==> src/sv/acwa_pkg.sv <==
// Shared types, constants and helpers for the adaptive clamp window average block.
package acwa_pkg;

   // Default ring depth
   localparam int unsigned DEPTH_DEF = 16;

   // Scale register widths (Q1.16 and Q4.16)
   localparam int unsigned LOW_SCALE_W  = 17;
   localparam int unsigned HIGH_SCALE_W = 20;

   // Reset value of both scales: 1.0 in Q.16
   localparam logic [HIGH_SCALE_W-1:0] SCALE_ONE = HIGH_SCALE_W'(65536);

   // Width of the signed border products (8-bit sample times 20-bit scale)
   localparam int unsigned PROD_W = 29;

   // Configuration bus
   localparam int unsigned CSR_ADDR_W = 3;
   localparam int unsigned CSR_DATA_W = 32;

   // Register indexes (paddr[2])
   localparam logic REG_LOW_SCALE  = 1'b0;
   localparam logic REG_HIGH_SCALE = 1'b1;

   typedef enum logic [1:0] {
      OP_FILTER  = 2'd0,
      OP_PRELOAD = 2'd1,
      OP_SETTLE  = 2'd2
   } op_type;

   typedef enum logic [1:0] {
      KIND_SAMPLE = 2'd0,
      KIND_LOWER  = 2'd1,
      KIND_UPPER  = 2'd2
   } kind_type;

   typedef enum logic [2:0] {
      ST_IDLE,
      ST_SCAN,
      ST_DRAIN,
      ST_MULT,
      ST_DECIDE,
      ST_WRITE,
      ST_DIV,
      ST_OUT
   } state_type;

   // Round a Q.16 value half away from zero, saturate to signed 8 bits
   function automatic logic signed [7:0] round_sat_q16(input logic signed [PROD_W-1:0] v);
      logic [PROD_W-1:0] mag;
      logic [PROD_W-1:0] sum;
      logic [PROD_W-17:0] r;
      logic signed [7:0] res;
      mag = v[PROD_W-1] ? PROD_W'(-v) : PROD_W'(v);
      sum = mag + PROD_W'(32768);
      r   = sum[PROD_W-1:16];
      if (v[PROD_W-1]) begin
         if (r >= (PROD_W-16)'(128)) begin
            res = -8'sd128;
         end else begin
            res = 8'(-r[7:0]);
         end
      end else begin
         if (r >= (PROD_W-16)'(127)) begin
            res = 8'sd127;
         end else begin
            res = 8'(r[7:0]);
         end
      end
      return res;
   endfunction

endpackage

==> src/sv/acwa_if.sv <==
// Request and response channel interfaces (valid/ready transfer).
interface acwa_req_if;
   logic              valid;
   logic              ready;
   logic [1:0]        operation;
   logic signed [7:0] sample;

   modport source (output valid, output operation, output sample, input ready);
   modport sink   (input valid, input operation, input sample, output ready);
endinterface

interface acwa_rsp_if;
   logic              valid;
   logic              ready;
   logic signed [7:0] average;
   logic [1:0]        clamp_kind;

   modport source (output valid, output average, output clamp_kind, input ready);
   modport sink   (input valid, input average, input clamp_kind, output ready);
endinterface

==> src/sv/acwa_ram.sv <==
// Generic single-write, single-read synchronous RAM with registered read data.
module acwa_ram #(
   parameter int unsigned WIDTH = 8,
   parameter int unsigned DEPTH = 16
) (
   input  logic                     clock,
   input  logic                     wr_en,
   input  logic [$clog2(DEPTH)-1:0] wr_addr,
   input  logic [WIDTH-1:0]         wr_data,
   input  logic [$clog2(DEPTH)-1:0] rd_addr,
   output logic [WIDTH-1:0]         rd_data
);

   logic [WIDTH-1:0] mem_ff [DEPTH];
   logic [WIDTH-1:0] rd_data_ff;

   always_ff @(posedge clock) begin
      if (wr_en) begin
         mem_ff[wr_addr] <= wr_data;
      end
      rd_data_ff <= mem_ff[rd_addr];
   end

   assign rd_data = rd_data_ff;

endmodule

==> src/sv/acwa_div.sv <==
// Constant divider by reciprocal multiplication; done follows start through a pending register and a done register.
module acwa_div #(
   parameter int unsigned DVD_W   = 14,
   parameter int unsigned DIVISOR = 32
) (
   input  logic             clock,
   input  logic             reset,
   input  logic             start,
   input  logic [DVD_W-1:0] dividend,
   output logic             done,
   output logic [DVD_W-1:0] quotient
);

   // floor(x / DIVISOR) == (x * RECIP) >> SHIFT for every x below 2^DVD_W
   localparam int unsigned SHIFT     = DVD_W + $clog2(DIVISOR);
   localparam int unsigned RECIP_W   = DVD_W + 2;
   localparam int unsigned PRODUCT_W = DVD_W + RECIP_W;
   localparam longint unsigned RECIP =
      ((64'd1 << SHIFT) + 64'(DIVISOR) - 64'd1) / 64'(DIVISOR);

   logic                 pend_ff, pend_in;
   logic                 done_ff, done_in;
   logic [DVD_W-1:0]     dvd_ff, dvd_in;
   logic [DVD_W-1:0]     quo_ff, quo_in;
   logic [PRODUCT_W-1:0] product;

   // Capture the dividend, then multiply by the reciprocal and shift
   always_comb begin
      pend_in = start;
      done_in = pend_ff;
      dvd_in  = start ? dividend : dvd_ff;
      product = PRODUCT_W'(dvd_ff) * PRODUCT_W'(RECIP);
      quo_in  = pend_ff ? DVD_W'(product >> SHIFT) : quo_ff;
   end

   always_ff @(posedge clock) begin
      if (reset) begin
         pend_ff <= 1'b0;
         done_ff <= 1'b0;
      end else begin
         pend_ff <= pend_in;
         done_ff <= done_in;
      end
      dvd_ff <= dvd_in;
      quo_ff <= quo_in;
   end

   assign done     = done_ff;
   assign quotient = quo_ff;

endmodule

==> src/sv/adaptive_clamp_window_average.sv <==
// Top level: sample ring in RAM, scan sequencer, border clamp and averaging.
//
//  channel | direction | transfer condition        | payload
//  --------+-----------+---------------------------+----------------------------
//  req_ch  | in        | valid && ready            | operation[1:0], sample[7:0]
//  rsp_ch  | out       | valid && ready            | average[7:0], clamp_kind[1:0]
//  csr     | in (APB)  | psel && penable && pwrite | low_scale @0x0, high_scale @0x4
//
// Preload and the unused code are handled in ST_IDLE. A filter request runs DEPTH RAM
// reads, drain, multiply, clamp, write back, a reciprocal divide by DEPTH and the output
// load, then returns to idle. Settle runs the scan, drain and a rounded divide, then
// writes the mean into the ring. Reset clears the ring through per-entry valid bits; no
// clearing pass is needed. A finished result sits in the output register while the next
// request is taken; a new filter result waits only if that register is full.
module adaptive_clamp_window_average #(
   parameter int unsigned DEPTH = acwa_pkg::DEPTH_DEF
) (
   input  logic                                clock,
   input  logic                                reset,
   acwa_req_if.sink                            req_ch,
   acwa_rsp_if.source                          rsp_ch,
   input  logic                                psel,
   input  logic                                penable,
   input  logic                                pwrite,
   input  logic [acwa_pkg::CSR_ADDR_W-1:0]     paddr,
   input  logic [acwa_pkg::CSR_DATA_W-1:0]     pwdata,
   output logic [acwa_pkg::CSR_DATA_W-1:0]     prdata,
   output logic                                pready
);
   import acwa_pkg::*;

   localparam int unsigned PTR_W = $clog2(DEPTH);
   localparam int unsigned MAG_W = $clog2(128 * DEPTH) + 1;
   localparam int unsigned SUM_W = MAG_W + 1;
   localparam int unsigned DVD_W = MAG_W + 2;

   // Control
   state_type               state_ff, state_in;
   logic [PTR_W-1:0]        ptr_ff, ptr_in;
   logic [DEPTH-1:0]        valid_ff, valid_in;
   logic [PTR_W-1:0]        scan_idx_ff, scan_idx_in;
   logic                    rd_vld_ff, rd_vld_in;
   logic                    rsp_valid_ff, rsp_valid_in;

   // Payload
   logic [1:0]              op_ff, op_in;
   logic signed [7:0]       samp_ff, samp_in;
   logic [PTR_W-1:0]        rd_idx_ff, rd_idx_in;
   logic signed [7:0]       mn_ff, mn_in;
   logic signed [7:0]       mx_ff, mx_in;
   logic signed [SUM_W-1:0] sum_ff, sum_in;
   logic signed [7:0]       old_ff, old_in;
   logic signed [PROD_W-1:0] lo_ff, lo_in;
   logic signed [PROD_W-1:0] hi_ff, hi_in;
   logic signed [7:0]       new_ff, new_in;
   logic [1:0]              kind_ff, kind_in;
   logic                    div_neg_ff, div_neg_in;
   logic signed [7:0]       avg_ff, avg_in;
   logic signed [7:0]       rsp_avg_ff, rsp_avg_in;
   logic [1:0]              rsp_kind_ff, rsp_kind_in;
   logic [LOW_SCALE_W-1:0]  low_scale_ff, low_scale_in;
   logic [HIGH_SCALE_W-1:0] high_scale_ff, high_scale_in;

   // RAM and divider hookup
   logic                    mem_we;
   logic [PTR_W-1:0]        mem_waddr;
   logic [7:0]              mem_wdata;
   logic [7:0]              mem_rdata;
   logic                    div_start;
   logic [DVD_W-1:0]        div_dvd;
   logic                    div_done;
   logic [DVD_W-1:0]        div_quo;

   // Scratch
   logic                    req_xfer;
   logic signed [7:0]       entry;
   logic signed [SUM_W-1:0] sum_new;
   logic signed [SUM_W-1:0] sum_abs;
   logic [MAG_W-1:0]        mag;
   logic signed [PROD_W-1:0] sq;
   logic [7:0]              q8;
   logic signed [7:0]       div_val;
   logic [PTR_W-1:0]        ptr_next;

   acwa_ram #(
      .WIDTH (8),
      .DEPTH (DEPTH)
   ) u_ram (
      .clock   (clock),
      .wr_en   (mem_we),
      .wr_addr (mem_waddr),
      .wr_data (mem_wdata),
      .rd_addr (scan_idx_ff),
      .rd_data (mem_rdata)
   );

   acwa_div #(
      .DVD_W   (DVD_W),
      .DIVISOR (2 * DEPTH)
   ) u_div (
      .clock    (clock),
      .reset    (reset),
      .start    (div_start),
      .dividend (div_dvd),
      .done     (div_done),
      .quotient (div_quo)
   );

   // APB register file
   assign pready = 1'b1;

   always_comb begin
      low_scale_in  = low_scale_ff;
      high_scale_in = high_scale_ff;
      if (psel && penable && pwrite) begin
         case (paddr[2])
            REG_LOW_SCALE:  low_scale_in  = pwdata[LOW_SCALE_W-1:0];
            REG_HIGH_SCALE: high_scale_in = pwdata[HIGH_SCALE_W-1:0];
            default: ;
         endcase
      end
   end

   always_comb begin
      case (paddr[2])
         REG_LOW_SCALE:  prdata = CSR_DATA_W'(low_scale_ff);
         REG_HIGH_SCALE: prdata = CSR_DATA_W'(high_scale_ff);
         default:        prdata = '0;
      endcase
   end

   assign req_xfer     = req_ch.valid && req_ch.ready;
   assign req_ch.ready = (state_ff == ST_IDLE);

   assign ptr_next = (ptr_ff == PTR_W'(DEPTH - 1)) ? '0 : ptr_ff + PTR_W'(1);
   assign entry    = valid_ff[rd_idx_ff] ? $signed(mem_rdata) : 8'sd0;
   assign sq       = {{(PROD_W-24){samp_ff[7]}}, samp_ff, 16'h0000};
   assign sum_new  = sum_ff - {{(SUM_W-8){old_ff[7]}}, old_ff}
                            + {{(SUM_W-8){new_ff[7]}}, new_ff};
   assign q8       = div_quo[7:0];
   assign div_val  = div_neg_ff ? $signed(8'(-q8)) : $signed(q8);

   // Sequencer: next state, RAM and divider control
   always_comb begin
      state_in     = state_ff;
      ptr_in       = ptr_ff;
      valid_in     = valid_ff;
      scan_idx_in  = scan_idx_ff;
      rd_vld_in    = 1'b0;
      rd_idx_in    = scan_idx_ff;
      rsp_valid_in = rsp_valid_ff;
      op_in        = op_ff;
      samp_in      = samp_ff;
      mn_in        = mn_ff;
      mx_in        = mx_ff;
      sum_in       = sum_ff;
      old_in       = old_ff;
      lo_in        = lo_ff;
      hi_in        = hi_ff;
      new_in       = new_ff;
      kind_in      = kind_ff;
      div_neg_in   = div_neg_ff;
      avg_in       = avg_ff;
      rsp_avg_in   = rsp_avg_ff;
      rsp_kind_in  = rsp_kind_ff;
      mem_we       = 1'b0;
      mem_waddr    = ptr_ff;
      mem_wdata    = samp_ff;
      div_start    = 1'b0;
      div_dvd      = '0;
      sum_abs      = '0;
      mag          = '0;

      if (rsp_ch.ready) begin
         rsp_valid_in = 1'b0;
      end

      // Fold in read data returning from the scan
      if (rd_vld_ff) begin
         if (entry < mn_ff) begin
            mn_in = entry;
         end
         if (entry > mx_ff) begin
            mx_in = entry;
         end
         sum_in = sum_ff + {{(SUM_W-8){entry[7]}}, entry};
         if (rd_idx_ff == ptr_ff) begin
            old_in = entry;
         end
      end

      case (state_ff)
         ST_IDLE: begin
            if (req_xfer) begin
               op_in   = req_ch.operation;
               samp_in = req_ch.sample;
               case (req_ch.operation)
                  OP_PRELOAD: begin
                     mem_we            = 1'b1;
                     mem_wdata         = req_ch.sample;
                     valid_in[ptr_ff]  = 1'b1;
                     ptr_in            = ptr_next;
                  end
                  OP_FILTER, OP_SETTLE: begin
                     mn_in       = 8'sd127;
                     mx_in       = -8'sd128;
                     sum_in      = '0;
                     old_in      = '0;
                     scan_idx_in = '0;
                     state_in    = ST_SCAN;
                  end
                  default: ;
               endcase
            end
         end
         ST_SCAN: begin
            rd_vld_in = 1'b1;
            if (scan_idx_ff == PTR_W'(DEPTH - 1)) begin
               state_in = ST_DRAIN;
            end else begin
               scan_idx_in = scan_idx_ff + PTR_W'(1);
            end
         end
         ST_DRAIN: begin
            state_in = ST_MULT;
         end
         ST_MULT: begin
            if (op_ff == OP_SETTLE) begin
               // Rounded mean: (2|sum| + DEPTH) / (2 DEPTH)
               sum_abs    = sum_ff[SUM_W-1] ? -sum_ff : sum_ff;
               mag        = sum_abs[MAG_W-1:0];
               div_start  = 1'b1;
               div_dvd    = DVD_W'({mag, 1'b0}) + DVD_W'(DEPTH);
               div_neg_in = sum_ff[SUM_W-1];
               state_in   = ST_DIV;
            end else begin
               lo_in    = PROD_W'($signed({{(PROD_W-8){mn_ff[7]}}, mn_ff})
                                * $signed({{(PROD_W-LOW_SCALE_W){1'b0}}, low_scale_ff}));
               hi_in    = PROD_W'($signed({{(PROD_W-8){mx_ff[7]}}, mx_ff})
                                * $signed({{(PROD_W-HIGH_SCALE_W){1'b0}}, high_scale_ff}));
               state_in = ST_DECIDE;
            end
         end
         ST_DECIDE: begin
            // Lower border is tested first
            if (sq >= lo_ff) begin
               new_in  = round_sat_q16(lo_ff);
               kind_in = KIND_LOWER;
            end else if (sq <= hi_ff) begin
               new_in  = round_sat_q16(hi_ff);
               kind_in = KIND_UPPER;
            end else begin
               new_in  = samp_ff;
               kind_in = KIND_SAMPLE;
            end
            state_in = ST_WRITE;
         end
         ST_WRITE: begin
            // Truncated mean: 2|sum| / (2 DEPTH)
            mem_we           = 1'b1;
            mem_wdata        = new_ff;
            valid_in[ptr_ff] = 1'b1;
            ptr_in           = ptr_next;
            sum_abs          = sum_new[SUM_W-1] ? -sum_new : sum_new;
            mag              = sum_abs[MAG_W-1:0];
            div_start        = 1'b1;
            div_dvd          = DVD_W'({mag, 1'b0});
            div_neg_in       = sum_new[SUM_W-1];
            state_in         = ST_DIV;
         end
         ST_DIV: begin
            if (div_done) begin
               if (op_ff == OP_SETTLE) begin
                  mem_we           = 1'b1;
                  mem_wdata        = div_val;
                  valid_in[ptr_ff] = 1'b1;
                  ptr_in           = ptr_next;
                  state_in         = ST_IDLE;
               end else begin
                  avg_in   = div_val;
                  state_in = ST_OUT;
               end
            end
         end
         ST_OUT: begin
            if (!rsp_valid_ff || rsp_ch.ready) begin
               rsp_valid_in = 1'b1;
               rsp_avg_in   = avg_ff;
               rsp_kind_in  = kind_ff;
               state_in     = ST_IDLE;
            end
         end
         default: begin
            state_in = ST_IDLE;
         end
      endcase
   end

   // Control registers
   always_ff @(posedge clock) begin
      if (reset) begin
         state_ff      <= ST_IDLE;
         ptr_ff        <= '0;
         valid_ff      <= '0;
         scan_idx_ff   <= '0;
         rd_vld_ff     <= 1'b0;
         rsp_valid_ff  <= 1'b0;
         low_scale_ff  <= SCALE_ONE[LOW_SCALE_W-1:0];
         high_scale_ff <= SCALE_ONE;
      end else begin
         state_ff      <= state_in;
         ptr_ff        <= ptr_in;
         valid_ff      <= valid_in;
         scan_idx_ff   <= scan_idx_in;
         rd_vld_ff     <= rd_vld_in;
         rsp_valid_ff  <= rsp_valid_in;
         low_scale_ff  <= low_scale_in;
         high_scale_ff <= high_scale_in;
      end
   end

   // Payload registers
   always_ff @(posedge clock) begin
      op_ff       <= op_in;
      samp_ff     <= samp_in;
      rd_idx_ff   <= rd_idx_in;
      mn_ff       <= mn_in;
      mx_ff       <= mx_in;
      sum_ff      <= sum_in;
      old_ff      <= old_in;
      lo_ff       <= lo_in;
      hi_ff       <= hi_in;
      new_ff      <= new_in;
      kind_ff     <= kind_in;
      div_neg_ff  <= div_neg_in;
      avg_ff      <= avg_in;
      rsp_avg_ff  <= rsp_avg_in;
      rsp_kind_ff <= rsp_kind_in;
   end

   assign rsp_ch.valid      = rsp_valid_ff;
   assign rsp_ch.average    = rsp_avg_ff;
   assign rsp_ch.clamp_kind = rsp_kind_ff;

   // Checks
   a_rsp_load_from_out: assert property (@(posedge clock) disable iff (reset)
      $rose(rsp_valid_ff) |-> $past(state_ff == ST_OUT))
      else $error("response loaded outside output state");

   a_no_write_during_scan: assert property (@(posedge clock) disable iff (reset)
      mem_we |-> !(state_ff == ST_SCAN || state_ff == ST_DRAIN))
      else $error("ring written while scan reads are in flight");

   a_ptr_in_range: assert property (@(posedge clock) disable iff (reset)
      ptr_ff <= PTR_W'(DEPTH - 1))
      else $error("write pointer beyond ring depth");

   a_div_done_in_div: assert property (@(posedge clock) disable iff (reset)
      div_done |-> state_ff == ST_DIV)
      else $error("divider finished outside divide state");

endmodule

==> src/flat_wrapper.sv <==
// flat-port wrapper written by rule: the top's interface ports become plain ports
module adaptive_clamp_window_average_flat import acwa_pkg::*;
#(
   parameter int unsigned DEPTH = acwa_pkg::DEPTH_DEF
)
  (clock, reset, psel, penable, pwrite, paddr, pwdata, prdata, pready, req_ch_valid, req_ch_operation, req_ch_sample, req_ch_ready, rsp_ch_valid, rsp_ch_average, rsp_ch_clamp_kind, rsp_ch_ready);
  acwa_req_if req_ch_i ();
  acwa_rsp_if rsp_ch_i ();
  input  logic clock;
  input  logic reset;
  input  logic psel;
  input  logic penable;
  input  logic pwrite;
  input  logic [acwa_pkg::CSR_ADDR_W-1:0] paddr;
  input  logic [acwa_pkg::CSR_DATA_W-1:0] pwdata;
  output logic [acwa_pkg::CSR_DATA_W-1:0] prdata;
  output logic pready;
  input wire logic [$bits(req_ch_i.valid)-1:0] req_ch_valid;
  input wire logic [$bits(req_ch_i.operation)-1:0] req_ch_operation;
  input wire logic [$bits(req_ch_i.sample)-1:0] req_ch_sample;
  output wire logic [$bits(req_ch_i.ready)-1:0] req_ch_ready;
  output wire logic [$bits(rsp_ch_i.valid)-1:0] rsp_ch_valid;
  output wire logic [$bits(rsp_ch_i.average)-1:0] rsp_ch_average;
  output wire logic [$bits(rsp_ch_i.clamp_kind)-1:0] rsp_ch_clamp_kind;
  input wire logic [$bits(rsp_ch_i.ready)-1:0] rsp_ch_ready;
  assign req_ch_i.valid = req_ch_valid;
  assign req_ch_i.operation = req_ch_operation;
  assign req_ch_i.sample = req_ch_sample;
  assign req_ch_ready = req_ch_i.ready;
  assign rsp_ch_valid = rsp_ch_i.valid;
  assign rsp_ch_average = rsp_ch_i.average;
  assign rsp_ch_clamp_kind = rsp_ch_i.clamp_kind;
  assign rsp_ch_i.ready = rsp_ch_ready;
  adaptive_clamp_window_average #(.DEPTH(DEPTH)) u_core (.clock(clock), .reset(reset), .req_ch(req_ch_i), .rsp_ch(rsp_ch_i), .psel(psel), .penable(penable), .pwrite(pwrite), .paddr(paddr), .pwdata(pwdata), .prdata(prdata), .pready(pready));
endmodule
==> config.mk <==
export PLATFORM = sky130hd
export DESIGN_NAME = adaptive_clamp_window_average_flat
export DESIGN_NICKNAME = d
export VERILOG_FILES = /design/src/sv/acwa_pkg.sv /design/src/sv/acwa_if.sv /design/src/sv/acwa_ram.sv /design/src/sv/acwa_div.sv /design/src/sv/adaptive_clamp_window_average.sv /design/src/flat_wrapper.sv
export SDC_FILE = /design/constraint.sdc
export NUM_CORES = 1
export LEC_CHECK = 0
export BUFFER_PORTS_ARGS = -buffer_cell sky130_fd_sc_hd__buf_2
export CAP_MARGIN = 20
export CORE_MARGIN = 5
export CORE_UTILIZATION = 56
export DETAILED_ROUTE_END_ITERATION = 16
export PLACE_DENSITY = 0.71
export SYNTH_ARGS = -nofsm -noshare
export SYNTH_HDL_FRONTEND = slang
export SYNTH_SLANG_ARGS = --single-unit
==> constraint.sdc <==
create_clock -name clock -period 13.02 [get_ports clock]
set_input_delay 2.604 -clock clock [delete_from_list [all_inputs] [get_ports clock]]
set_output_delay 2.604 -clock clock [all_outputs]
set_load 0.05 [all_outputs]
==> summary.txt, run 1 <==
status: finished, final reports clean
Clock power frac: 0.243
drt first pass iters: 7
Synth top area share: 0.256
share of cells above drive strength 1: 0.0877
# rows: 81
Final ANT Viol Nets: 0
TNS Setup: 0 ps
PostCTS Resize Cnt: 0
Finished Core Util: 0.613
Slew Viols, Final: 0
net switching fraction of the power: 0.383
predominant post-synthesis flop cell: edfxtp_1
Avg Vias per Cell: 5.63
io pins: 97
FFs w/ async S/R, synth: 0
grt total ovfl: 0
# clock sinks: 355
area leader, netlist: edfxtp_1
CTS Root Cell: clkbuf_16
Worst IR Drop VDD: 0.000119 V
P_int: 2850 uW
CTS Hold Bufs: 0
MaxCap Viol Count: 0
critical path endpoint category: register
EDFF count, synth: 238
Slew headroom: 0.322
Critical Path RT: 13350 ps
clock buffer depth: 3
Critical Path AT: 7030 ps
leakage power: 0.0130 uW
synth unique cells: 89
mapped cell area: 27900 um2
syn_area_per_cell: 10.0 um2
Yosys reg bits: 355
Synth area leaders: edfxtp_1 26%, fa_1 15%, ha_1 9.2%
sequential fraction of the synthesis area: 0.340
PwrDens: 153 nW/um2
Die Span Y: 233 um
CTS tree: yes
final period utilization: 0.514
Worst-path clk slew: 60 ps
core area: 49200 um2
Total GRT Usage: 0.237
post-layout min period: 6690 ps
first-pass GRT wire length: 104 mm
diode count: 0
RD Place Congestion: 0.895
Die ar.: 54500 um2
HPWL after DPL: 47.1 mm
Hold WC Path Type: register to register
per-cell routed wire length: 18.1 um
clock skew: 26.1 ps
startpoint types: register
CTS H-tree depth: 2
pin count of the biggest net entering global routing: 69
worst-margin pin slew: 1010 ps
# port buffers: 69
Switch Pwr: 1770 uW
vias in the first global route: 20300
Post CTS Setup Buffer Count: 0
Fmax: 149 MHz
Final Hold Fails: 0
Layout Area Growth over Synthesis: 7.80%
Yosys Warn Count: 0
Die W: 233 um
Max FO, Critical Path: 14
TritonCTS Buffers: 40
RSZ-0062 raised after global routing: no
Starting Density: 0.569
Reg power frac: 0.344
1st-iter DRT viols: 1433
worst skew pair latency: 590 ps
wire length after detailed routing: 63.0 mm
initial antenna violation count: 0
most frequent cells after synthesis: 414 x inv_1, 242 x nand2_1, 238 x edfxtp_1, 218 x and2_1, 213 x fa_1
Post-Synthesis Cells: 2783
Finished Layout Cells: 3491
Vias: 19600
# setup viols final: 0
combinational group share of total power: 0.413
DR DRC count: 0
Placed Cells: 3416
most frequent cell after synthesis: inv_1
nets: 3266
CP Class: register to register
[layer usage]
metal / GRT usage / up-vias / wire (um)
li1: - / 9298 / -
met1: 0.317 / 9742 / 27400
met2: 0.405 / 469 / 30800
met3: 0.0276 / 130 / 2840
met4: 0.0769 / 0 / 1980
met5: 0 / - / 0
[registers in the layout, summed over array words and instances, names as in the netlist, 13 cells and up]
| signal | cells |
|---|---|
| u_core.low_scale_ff | 17 |
| u_core.hi_ff | 29 |
| u_core.lo_ff | 26 |
| u_core.valid_ff | 16 |
| u_core.sum_ff | 13 |
| u_core.u_ram.mem_ff | 128 |
| u_core.high_scale_ff | 20 |
[layout by cell type, fill, tap and decap left out, drive strengths merged, types with 24 or more instances in the layout]
master / n
a21o: 24
a21oi: 115
and2: 220
buf: 93
clkbuf: 49
dfxtp: 117
edfxtp: 238
fa: 213
ha: 205
inv: 418
mux2i: 39
mux4: 45
nand2: 242
nand2b: 27
nand3: 33
nor2: 190
nor3: 34
o21ai: 65
xnor2: 94
xor2: 34
[through the flow]
step                setup WS (ps)  instance area (um2)  hold slack [ps]  total power [uW]
floorplan                    6990                28000              349              3020
finish                       6330                30100              418              4610
global placement             6430                28800              402              3420
detailed placement           6340                28800              405              3500
global route                 5700                30100              425              4950
CTS                          6290                30100              418              4640
[power groups by stage]
| stage | clock [uW] | sequential, uW | combinational, uW |
|---|---|---|---|
| after global routing | 1190 | 1600 | 2160 |
| after detailed placement | 0 | 1610 | 1890 |
| after floorplan | 0 | 1500 | 1520 |
| after CTS | 1140 | 1580 | 1920 |
| after global placement | 0 | 1600 | 1820 |
| final | 1120 | 1590 | 1910 |
[final cells by class]
class,instances,area [um2]
clock buffer,49,1060
clock inverter,24,267
fill,3989,19000
inverter,415,1560
multi-input combinational,1891,16400
sequential,355,9490
tap,664,831
timing repair buffer,93,529
[worst paths after layout]
check | start | end | slack (ps) | depth (start not counted)
worst min register to register | u_core.avg_ff[1] | u_core.rsp_ch.average[1] | 420 | 0
worst min-delay path | u_core.avg_ff[1] | u_core.rsp_ch.average[1] | 420 | 0
worst max-delay path | u_core.mn_ff[7] | u_core.lo_ff[27] | 6330 | 17
worst max register to register | u_core.mn_ff[7] | u_core.lo_ff[27] | 6330 | 17
[critical path, stage by stage, from the launching register on]
cell       delay (ps)
dfxtp_1           580
inv_1             410
nor2_1            250
fa_1              450
fa_1              510
fa_1              540
inv_1              50
fa_1              530
inv_1              40
ha_1              340
a2111oi_0         610
o21ai_0           270
a221oi_1          420
a21oi_1           190
a221o_1           370
o41ai_2           360
mux2i_1           120
a2111oi_0         410
[kinds of logic (layout without fill, tap and decap cells)]
family / after synthesis / after routing / synth area share
xor gates and xnor gates: 128 / 128 / 0.0401
adders and majority gates: 419 / 419 / 0.245
DFF: 355 / 355 / 0.340
AOI/OAI and AO/OA: 363 / 363 / 0.0855
buffers and inverters: 548 / 581 / 0.0761
and+or+nand+nor: 863 / 863 / 0.155
muxes: 105 / 105 / 0.0587
other: 2 / 13 / 0.000269
Note: power is estimated with default switching activity, not from simulation.
==> run 2: changes to the inputs <==
- clock period: 13.02 -> 6.5 ns (I/O delays scaled with it)
==> run 2 against run 1 <==
Net effect: final cell count up 0.40%; critical path depth grew 2; flip-flop and latch count did not move; clock power rose by 96%; final area grew 0.22%; clock-buffer cell count grew 5; sequential power is 95% higher; first-iteration DRC count decreased by 6.2%; non-clock buffer count rose by 16; register-to-register slack got worse by 5700 ps.
==> summary.txt, run 2 (same netlist as run 1, synthesis figures left out) <==
PwrDens: 306 nW/um2 (was 153 nW/um2)
Starting Density: 0.569 (unchanged)
Worst IR Drop VDD: 0.000184 V (was 0.000119 V)
Post CTS Setup Buffer Count: 0 (unchanged)
Die ar.: 54500 um2 (unchanged)
grt total ovfl: 0 (unchanged)
CP Class: register to register (unchanged)
# clock sinks: 355 (unchanged)
drt first pass iters: 9 (was 7)
CTS Root Cell: clkbuf_16 (unchanged)
worst-margin pin slew: 1070 ps (was 1010 ps)
initial antenna violation count: 1 (was 0)
core area: 49200 um2 (unchanged)
footprint of the multi-input gates: 16400 um2 (about the same)
# rows: 81 (unchanged)
post-route cell area: 30200 um2 (was 30100 um2)
Final ANT Viol Nets: 0 (unchanged)
Tot Pwr: 9250 uW (was 4610 uW)
Slew headroom: 0.283 (was 0.322)
post-layout min period: 5910 ps (was 6690 ps)
DP Area: 28900 um2 (was 28800 um2)
1st-iter DRT viols: 1344 (was 1433)
wire length after detailed routing: 63.9 mm (was 63.0 mm)
Vias: 19700 (was 19600)
nets: 3281 (was 3266)
Slew Viols, Final: 0 (unchanged)
clock skew: 22.8 ps (was 26.1 ps)
Total GRT Usage: 0.240 (was 0.237)
Die W: 233 um (unchanged)
Critical Path RT: 6840 ps (was 13350 ps)
fillers: 3994 (was 3989)
RSZ-0062 raised after global routing: no (unchanged)
Die Span Y: 233 um (unchanged)
Max FO, Critical Path: 7 (was 14)
DR DRC count: 0 (unchanged)
Critical Path AT: 6250 ps (was 7030 ps)
worst skew pair latency: 570 ps (was 590 ps)
TNS Setup: 0 ps (unchanged)
RD Place Congestion: 0.896 (was 0.895)
CTS tree: yes (unchanged)
critical path endpoint category: register (unchanged)
final period utilization: 0.909 (was 0.514)
per-cell routed wire length: 18.2 um (was 18.1 um)
PostCTS Resize Cnt: 0 (unchanged)
Avg Vias per Cell: 5.62 (was 5.63)
status: finished, final reports clean (unchanged)
leakage power: 0.0130 uW (about the same)
diode count: 0 (unchanged)
max FFs per register: 128 (unchanged)
Fmax: 169 MHz (was 149 MHz)
Biggest register: u_core.u_ram.mem_ff (unchanged)
Layout Area Growth over Synthesis: 8.04% (was 7.80%)
commonest non-fill, non-tap cell in the layout: inv_1 (unchanged)
io pins: 97 (unchanged)
Worst-path clk slew: 60 ps (about the same)
CTS Hold Bufs: 0 (unchanged)
Final Hold Fails: 0 (unchanged)
biggest regs: u_core.u_ram.mem_ff: 128 flops, u_core.hi_ff: 29 flops, u_core.lo_ff: 26 flops (unchanged)
vias in the first global route: 20000 (was 20300)
# setup viols final: 0 (unchanged)
TritonCTS Buffers: 39 (was 40)
clock buffer depth: 3 (unchanged)
most frequent cells in the layout: 414 x inv_1, 242 x nand2_1, 238 x edfxtp_1 (unchanged)
first-pass GRT wire length: 105 mm (was 104 mm)
register area: 9500 um2 (was 9490 um2)
HPWL after DPL: 48.7 mm (was 47.1 mm)
Hold WC Path Type: register to register (unchanged)
MaxCap Viol Count: 0 (unchanged)
share of cells above drive strength 1: 0.0922 (was 0.0877)
CTS H-tree depth: 2 (unchanged)
pin count of the biggest net entering global routing: 69 (unchanged)
startpoint types: register (unchanged)
# port buffers: 69 (unchanged)
==> run 2: cell count changes in the layout (fill, tap and decap cells not counted), moves of 2 or more <==
cell	before	now
buf_4	23	40
inv_4	2	0
dfxtp_1	116	110
dfxtp_2	1	7
clkinv_16	3	1
inv_16	0	2
clkbuf_1	6	11
clkinv_4	2	0
clkinv_2	7	5
clkinvlp_4	3	1
==> run 2: report_power, final <==
group,internal (uW),switching (uW)
clock network,1250,952
registers,2860,245
logic,1610,2340
total,5720,3530
==> run 2: layout make-up <==
type	count	share of cell area
Clock buffer	54	0.0353
Clock inverter	17	0.00647
Inverter	415	0.0516
Multi-Input combinational cell	1891	0.543
Sequential cell	355	0.315
Tap cell	664	0.0275
Timing Repair Buffer	109	0.0214
==> run 2: final timing paths <==
check / start / endpoint / slack (ps) / cells past startpoint
max: u_core.mn_ff[4] / u_core.lo_ff[27] / 590 / 19
min: u_core.u_div.dvd_ff[6] / u_core.u_div.quotient[1] / 420 / 0
max reg2reg: u_core.mn_ff[4] / u_core.lo_ff[27] / 590 / 19
min reg2reg: u_core.u_div.dvd_ff[6] / u_core.u_div.quotient[1] / 420 / 0
==> run 2: through the flow <==
| step | instances | worst slack [ps] | util | hold slack, ps |
|---|---|---|---|---|
| after floorplan | 2794 | 731 | - | 349 |
| after global placement | 3433 | 431 | 0.588 | 404 |
| after detailed placement | 3433 | 447 | 0.588 | 407 |
| after CTS | 3504 | 408 | 0.614 | 422 |
| after global routing | 3505 | 35.8 | 0.614 | 425 |
| final | 3505 | 595 | 0.614 | 418 |
==> run 2: per-layer routing <==
| layer | wire length [um] | GRT usage | vias to the layer above |
|---|---|---|---|
| li1 | - | - | 9318 |
| met1 | 28800 | 0.339 | 9786 |
| met2 | 30500 | 0.399 | 502 |
| met3 | 3000 | 0.0263 | 94 |
| met4 | 1710 | 0.0646 | 0 |
| met5 | 0 | 0 | - |
==> run 2: critical path, stage by stage (launching register included) <==
cell       delay (ps)
dfxtp_1           470
nand2_1           120
fa_1              550
inv_1              50
fa_1              460
fa_1              550
inv_1              50
fa_1              530
inv_1              60
ha_1              360
o21ai_0           180
nand2b_1           70
a21oi_1           260
and4b_1           240
a221oi_1          360
a21oi_1           200
a221o_1           380
o41ai_4           290
mux2i_1           120
a2111oi_0         360
